--- src/hdl/qrv_round_sat.sv ---
// Round half up on a fixed binary point, then clamp to the output range.
module qrv_round_sat #(
  parameter int unsigned COMP_WIDTH = 16,
  parameter int unsigned SUM_WIDTH  = 50,
  parameter int unsigned SHIFT      = 28
) (
  input  logic signed [SUM_WIDTH-1:0]  sum_i,
  output logic signed [COMP_WIDTH-1:0] rot_o,
  output logic                         clip_o
);

  localparam logic signed [SUM_WIDTH-1:0] MAX_V =
    {{(SUM_WIDTH-COMP_WIDTH+1){1'b0}}, {(COMP_WIDTH-1){1'b1}}};
  localparam logic signed [SUM_WIDTH-1:0] MIN_V =
    {{(SUM_WIDTH-COMP_WIDTH+1){1'b1}}, {(COMP_WIDTH-1){1'b0}}};

  logic signed [SUM_WIDTH-1:0] shifted;

  // The half has already been added, so an arithmetic shift gives the floor.
  assign shifted = sum_i >>> SHIFT;

  always_comb begin
    clip_o = 1'b0;
    rot_o  = shifted[COMP_WIDTH-1:0];
    if (shifted > MAX_V) begin
      clip_o = 1'b1;
      rot_o  = MAX_V[COMP_WIDTH-1:0];
    end else if (shifted < MIN_V) begin
      clip_o = 1'b1;
      rot_o  = MIN_V[COMP_WIDTH-1:0];
    end
  end

endmodule

--- config.mk ---
export PLATFORM = sky130hd
export DESIGN_NAME = qrv_round_sat
export DESIGN_NICKNAME = d
export VERILOG_FILES = /design/src/hdl/qrv_round_sat.sv
export SDC_FILE = /design/constraint.sdc
export NUM_CORES = 1
export LEC_CHECK = 0
export BUFFER_PORTS_ARGS = -buffer_cell sky130_fd_sc_hd__buf_4
export CAP_MARGIN = 20
export CORE_AREA = 2 2 39 41
export DETAILED_ROUTE_END_ITERATION = 8
export DIE_AREA = 0 0 41 43
export PLACE_DENSITY = 0.88
export REMOVE_ABC_BUFFERS = 1
export SYNTH_ARGS = -nofsm -noshare
export SYNTH_HDL_FRONTEND = slang
export SYNTH_SLANG_ARGS = --single-unit
--- constraint.sdc ---
create_clock -name vclk -period 2.3
set_clock_uncertainty 0.2 [all_clocks]
set_input_delay 0.23 -clock vclk [all_inputs]
set_output_delay 0.23 -clock vclk [all_outputs]
set_load 0.02 [all_outputs]
==> results of run 1 <==
[area by class of cell]
class / instances / share of cell area (%)
repair buffers: 39 / 49.2
multi-input cells: 36 / 47.5
well taps: 16 / 3.36
[per-stage QoR]
stage	setup WS, ps	std cells	hold WS, ps	power (W)	utilization [%]
after global placement	528	91	602	0.000112	43.0
after detailed placement	479	91	608	0.000115	43.0
after floorplan	680	36	260	0.0000417	-
final	465	91	608	0.000115	43.0
after CTS	482	91	612	0.000115	43.0
after global routing	360	91	636	0.000123	43.0
[power by group]
part | switching, W | internal, W | total, W
Sequential | 0 | 0 | 0
Clock | 0 | 0 | 0
Combinational | 0.0000570 | 0.0000579 | 0.000115
Total | 0.0000570 | 0.0000579 | 0.000115
[logic make-up (layout without fill, tap and decap cells)]
kind of cell | count (synthesis) | after routing
buffers and inverters | 10 | 39
AND/OR/NAND/NOR | 20 | 20
AO/OA/AOI/OAI | 16 | 16
[cell usage in the layout (no fill, tap or decap), drive strengths merged]
cell type,n
buf,39
nand4,16
a2bb2oi,15
nor4,1
nor2,1
nand2,1
and4,1
o21a,1
[worst min-delay path by stage]
stage / startpoint / to / slack (ps) / depth (start not counted)
4_1_cts: sum_i[42] / rot_o[14] / 610 / 3
3_3_place_gp: sum_i[42] / rot_o[14] / 600 / 3
3_5_place_dp: sum_i[42] / rot_o[14] / 610 / 3
6_report: sum_i[42] / rot_o[14] / 610 / 3
5_1_grt: sum_i[34] / rot_o[6] / 640 / 3
2_1_floorplan: sum_i[49] / rot_o[15] / 260 / 0
[routing by layer]
metal / vias to the layer above / share of wire, %
met4: 0 / 0
li1: 253 / -
met2: 27 / 49
met5: - / 0
met3: 0 / 8.2
met1: 247 / 43
[critical path, stage by stage]
cell and delay [ps]:
sky130_fd_sc_hd__buf_4 90, sky130_fd_sc_hd__and4_1 540, sky130_fd_sc_hd__nand4_1 160, sky130_fd_sc_hd__a2bb2oi_1 210
sky130_fd_sc_hd__buf_4 170
==> qor.log, run 1 <==
INFO  run_status     status=completed
INFO  routing        route.detailed.vias_per_inst=5.79
INFO  sta            post_layout_minimum_cycle_time=1830ps
INFO  worst_setup_path worst-path-max-fanout=16
INFO  clocking       post-cts-setup-buffer-count=0
INFO  sta            rsz0062_at_grt=false
INFO  synth          synth_top_area_share=33.0%
INFO  finish         areaGrowthSynthToFinish=72.5%
INFO  routing        postRouteWirelength=1300µm
INFO  floorplanning  die_w=41µm
INFO  sta            tightestPinTransition=539ps
INFO  routing        dr_total_vias=527
INFO  place          port_buffers=39
INFO  global_route   first_global_vias=413
INFO  worst_setup_path startpoint=sum_i[44]
INFO  worst_setup_path required_time_at_the_worst_slack_endpoint=1870ps
INFO  worst_setup_path worstPathArrival=1400ps
INFO  sta            final-max-slew-violation-count=0
INFO  finish         insertedDiodeCount=0
INFO  finish         final_cell_area=596µm²
INFO  global_route   grt_start_max_net_pins=19
INFO  min_path       worst_hold_check_path_type=input pin to output pin
INFO  global_route   grtUsageTotal=14.5%
INFO  sta            final.period_utilization=79.8%
INFO  place          place.gp.congestion=0.624
INFO  routing        remaining_drc_errors=0
INFO  synth          synthMuxAreaShare=0%
INFO  synth          seq_area_frac_synth=0%
INFO  global_route   globalRouteMet1Util=24.1%
INFO  finish         number_of_fill_cells_in_the_layout=146
INFO  sta            hold_viol_final=0
INFO  synth          synth.avg_cell_area=7.51µm²
INFO  place          dp_hpwl=934µm
INFO  place          post_dp_cell_area=596µm²
INFO  global_route   global_route.usage.met3=0.524%
INFO  synth          dominant_cell_by_count_in_the_synthesized_netlist=sky130_fd_sc_hd__nand4_1
INFO  finish         multi_input_area=283µm²
INFO  synth          synth_xor_area_share=0%
INFO  routing        drtPass1Iterations=4
INFO  worst_setup_path timing_worst_setup_path_type=input pin to output pin
INFO  floorplanning  initial_core_utilization=25.0%
INFO  floorplanning  num_rows=14
INFO  global_route   grt_first_pass_wirelength=1900µm
INFO  global_route   gr-total-overflow=0
INFO  worst_setup_path critical_path.endpoint=rot_o[2]
INFO  global_route   grt_most_used_layer=met1
INFO  sta            setup-violations-final=0
INFO  finish         sequential_cell_area=0µm²
INFO  sta            fmax=545MHz
INFO  finish         net_total_in_the_final_layout=127
INFO  routing        drt-initial-drc-count=4
INFO  worst_setup_path type_of_element_capturing_the_critical_path=output pin
INFO  finish         layout.clock_buffers=0
INFO  synth          yosys.area_share.simple=38.0%
INFO  floorplanning  floorplan.die_area=1760µm²
INFO  finish         layout-drive-gt1-share=57.3%
INFO  synth          ys_warn_count=0
INFO  synth          synth_area_leader_cell=sky130_fd_sc_hd__a2bb2oi_1
INFO  flow_run       max_cap_viol_count=0
INFO  synth          post_synthesis_cells=46
INFO  floorplanning  io_pins=67
INFO  synth          synth.lib_cells_used.distinct=12
INFO  synth          ys_top_cells_by_area=sky130_fd_sc_hd__a2bb2oi_1, sky130_fd_sc_hd__nand4_1, sky130_fd_sc_hd__a2bb2oi_2
INFO  global_route   grt_antenna_before_repair=0
INFO  synth          synth_compound_gate_area_share=43.8%
INFO  sta            timing.setup.tns=0ps
INFO  pwr            cellLeakagePower=0.259nW
INFO  routing        post_drt_wl_per_cell=14.3µm
INFO  global_route   global_route.usage.met2=21.3%
INFO  synth          synth_fa_ha_area_share=0%
INFO  synth          synth_common_cells=sky130_fd_sc_hd__nand4_1, sky130_fd_sc_hd__a2bb2oi_1, sky130_fd_sc_hd__buf_2
INFO  sta            remaining_max_slew_budget_at_the_tightest_pin=64.1%
INFO  floorplanning  chipHeight=43µm
INFO  finish         seq_cell_count=0
INFO  synth          cell_area_after_synthesis=345µm²
INFO  synth          main_combinational_cell_family_by_area_after_synthesis=compound AO/OA/AOI/OAI gates
INFO  clocking       post_cts_resize_count=0
INFO  floorplanning  core_area=1380µm²
INFO  pwr            ir_drop_worst_vdd=58.3µV
INFO  clocking       cts_hold_buf=0
INFO  routing        detail-route-antenna-nets=0
INFO  pwr            power.density_cell_area=193nW/µm²
INFO  worst_setup_path critPathLaunchType=input pin
No activity file was read; power rests on OpenSTA's default activity.
==> run 2: changes to the inputs <==
- ABC_AREA: not set -> 1
- PLACE_DENSITY: 0.88 -> 0.78
- clock period: 2.3 -> 1.9 ns (I/O delays scaled with it)
==> qor.log, run 2 <==
INFO  finish         utilization=35.9%
INFO  floorplanning  num_rows=14
INFO  sta            timing.setup.tns=0ps
INFO  routing        drt-initial-drc-count=2
INFO  place          post_dp_cell_area=497µm²
INFO  floorplanning  chipHeight=43µm
INFO  finish         layout-drive-gt1-share=53.0%
INFO  routing        drtPass1Iterations=2
INFO  finish         sequential_cell_area=0µm²
INFO  routing        dr_total_vias=388
INFO  routing        route.detailed.vias_per_inst=3.92
INFO  sta            setup-violations-final=0
INFO  synth          post_synthesis_cells=47
INFO  run_status     status=completed
INFO  clocking       cts_hold_buf=0
INFO  place          place.gp.congestion=0.561
INFO  synth          synth.lib_cells_used.distinct=10
INFO  sta            post_layout_minimum_cycle_time=1400ps
INFO  finish         final_common_cell=sky130_fd_sc_hd__buf_4
INFO  synth          ys_warn_count=0
INFO  worst_setup_path worstPathArrival=1010ps
INFO  global_route   grt_first_pass_wirelength=1220µm
INFO  sta            final.period_utilization=73.9%
INFO  synth          main_combinational_cell_family_by_area_after_synthesis=simple AND/OR/NAND/NOR gates
INFO  worst_setup_path required_time_at_the_worst_slack_endpoint=1510ps
INFO  global_route   grt_antenna_before_repair=0
INFO  pwr            ir_drop_worst_vdd=84.7µV
INFO  routing        postRouteWirelength=825µm
INFO  global_route   grtUsageTotal=9.09%
INFO  synth          cell_area_after_synthesis=215µm²
INFO  min_path       cell_depth_of_the_worst_min_delay_path=2
INFO  worst_setup_path cpMostUsedCell=sky130_fd_sc_hd__buf_4
INFO  finish         insertedDiodeCount=0
INFO  place          port_buffers=39
INFO  clocking       post_cts_resize_count=0
INFO  finish         net_total_in_the_final_layout=135
INFO  pwr            power.density_cell_area=283nW/µm²
INFO  global_route   grt_start_max_net_pins=17
INFO  routing        detail-route-antenna-nets=0
INFO  routing        post_drt_wl_per_cell=8.33µm
INFO  synth          yosys.area_share.simple=82.0%
INFO  synth          synth_top_area_share=57.6%
INFO  min_path       hold_path_end=rot_o[15]
INFO  routing        remaining_drc_errors=0
INFO  synth          ys_top_cells_by_area=sky130_fd_sc_hd__nand2_1, sky130_fd_sc_hd__buf_12, sky130_fd_sc_hd__nand2_2
INFO  worst_setup_path timing_worst_setup_path_type=input pin to output pin
INFO  sta            tightestPinTransition=295ps
INFO  worst_setup_path type_of_element_capturing_the_critical_path=output pin
INFO  worst_setup_path list_of_cells_traversed_by_the_critical_path=buf_4 > nor2_1 > nand3_1 > nand2_2 > nand2_1 > buf_4
INFO  sta            fmax=712MHz
INFO  place          dp_hpwl=687µm
INFO  worst_setup_path timing.critical_path.buf_inv=2
INFO  sta            hold_viol_final=0
INFO  worst_setup_path cpPeakStageDelay=250ps
INFO  finish         final_cell_area=497µm²
INFO  worst_setup_path critPathLaunchType=input pin
INFO  floorplanning  floorplan.die_area=1760µm²
INFO  pwr            cellLeakagePower=0.303nW
INFO  finish         seq_cell_count=0
INFO  worst_setup_path path_delay_family=simple AND/OR/NAND/NOR gates
INFO  sta            final-max-slew-violation-count=0
INFO  synth          synth_xor_area_share=0%
INFO  synth          synth_common_cells=sky130_fd_sc_hd__nand2_1, sky130_fd_sc_hd__nand2_2, sky130_fd_sc_hd__nor2_1, sky130_fd_sc_hd__inv_1
INFO  synth          synth_area_leader_cell=sky130_fd_sc_hd__nand2_1
INFO  global_route   gr-total-overflow=0
INFO  min_path       worst_hold_check_path_type=input pin to output pin
INFO  clocking       post-cts-setup-buffer-count=0
INFO  sta            remaining_max_slew_budget_at_the_tightest_pin=80.2%
INFO  sta            rsz0062_at_grt=false
INFO  finish         layout.clock_buffers=0
INFO  synth          seq_area_frac_synth=0%
INFO  synth          dominant_cell_by_count_in_the_synthesized_netlist=sky130_fd_sc_hd__nand2_1
INFO  finish         most-common-layout-cells=sky130_fd_sc_hd__buf_4, sky130_fd_sc_hd__nand2_1, sky130_fd_sc_hd__nand2_2, sky130_fd_sc_hd__nor2_1, sky130_fd_sc_hd__inv_1
INFO  floorplanning  initial_core_utilization=15.6%
INFO  worst_setup_path timing.critical_path.slowest_stage_cell=sky130_fd_sc_hd__nand2_2
INFO  floorplanning  core_area=1380µm²
INFO  floorplanning  die_w=41µm
INFO  synth          synth.avg_cell_area=4.58µm²
INFO  worst_setup_path worst-path-max-fanout=16
INFO  global_route   first_global_vias=306
INFO  finish         areaGrowthSynthToFinish=131%
INFO  flow_run       max_cap_viol_count=0
INFO  min_path       hp-start=sum_i[49]
INFO  floorplanning  io_pins=67
INFO  synth          synth_compound_gate_area_share=0%
INFO  synth          synth_fa_ha_area_share=0%
INFO  synth          synthMuxAreaShare=0%
==> run 2: changes by cell type in the layout (fill, tap and decap cells not counted), sizes merged, moves of 2 or more <==
cell	before	now
nand2	1	37
nand4	16	0
a2bb2oi	15	0
nor2	1	4
inv	0	2
==> run 2: kinds of logic after synthesis <==
| group | after synthesis |
|---|---|
| buffers and inverters | 5 |
| and+or+nand+nor | 42 |
==> run 2: how the worst max path moves through the flow <==
stage               cells past startpoint  startpoint        to  slack, ps
floorplan                               6   sum_i[46]  rot_o[0]        770
global placement                        6   sum_i[45]  rot_o[2]        530
detailed placement                      6   sum_i[48]  rot_o[0]        490
CTS                                     6   sum_i[48]  rot_o[0]        490
global route                            6   sum_i[45]  rot_o[3]        430
finish                                  6   sum_i[48]  rot_o[0]        500
==> run 2: layout make-up <==
type                            count  area, µm²
Multi-Input combinational cell     42        176
Timing Repair Buffer               39        293
Inverter                            2       7.51
Tap cell                           16       20.0
Fill cell                         151        887
==> run 2: routing by layer <==
| layer | track usage [%] | part of all wire [%] | vias up |
|---|---|---|---|
| met2 | 17.5 | 60 | 9 |
| met4 | 0 | 0 | 0 |
| met5 | 0 | 0 | - |
| met1 | 11.1 | 36 | 170 |
| met3 | 0 | 4.8 | 0 |
| li1 | - | - | 209 |
==> run 2: power by group <==
group | total (W) | switching (W) | internal (W) | leakage, nW
combinational | 0.000141 | 0.0000714 | 0.0000694 | 0.303
clock | 0 | 0 | 0 | 0
sequential | 0 | 0 | 0 | 0
==> run 2: metrics by stage <==
step / cells / hold slack [ps] / total power [W] / worst slack (ps)
after floorplan: 44 / 180 / 0.0000616 / 770
after global placement: 99 / 421 / 0.000139 / 527
after detailed placement: 99 / 421 / 0.000142 / 486
after CTS: 99 / 422 / 0.000142 / 486
after global routing: 99 / 425 / 0.000153 / 431
final: 99 / 419 / 0.000141 / 495
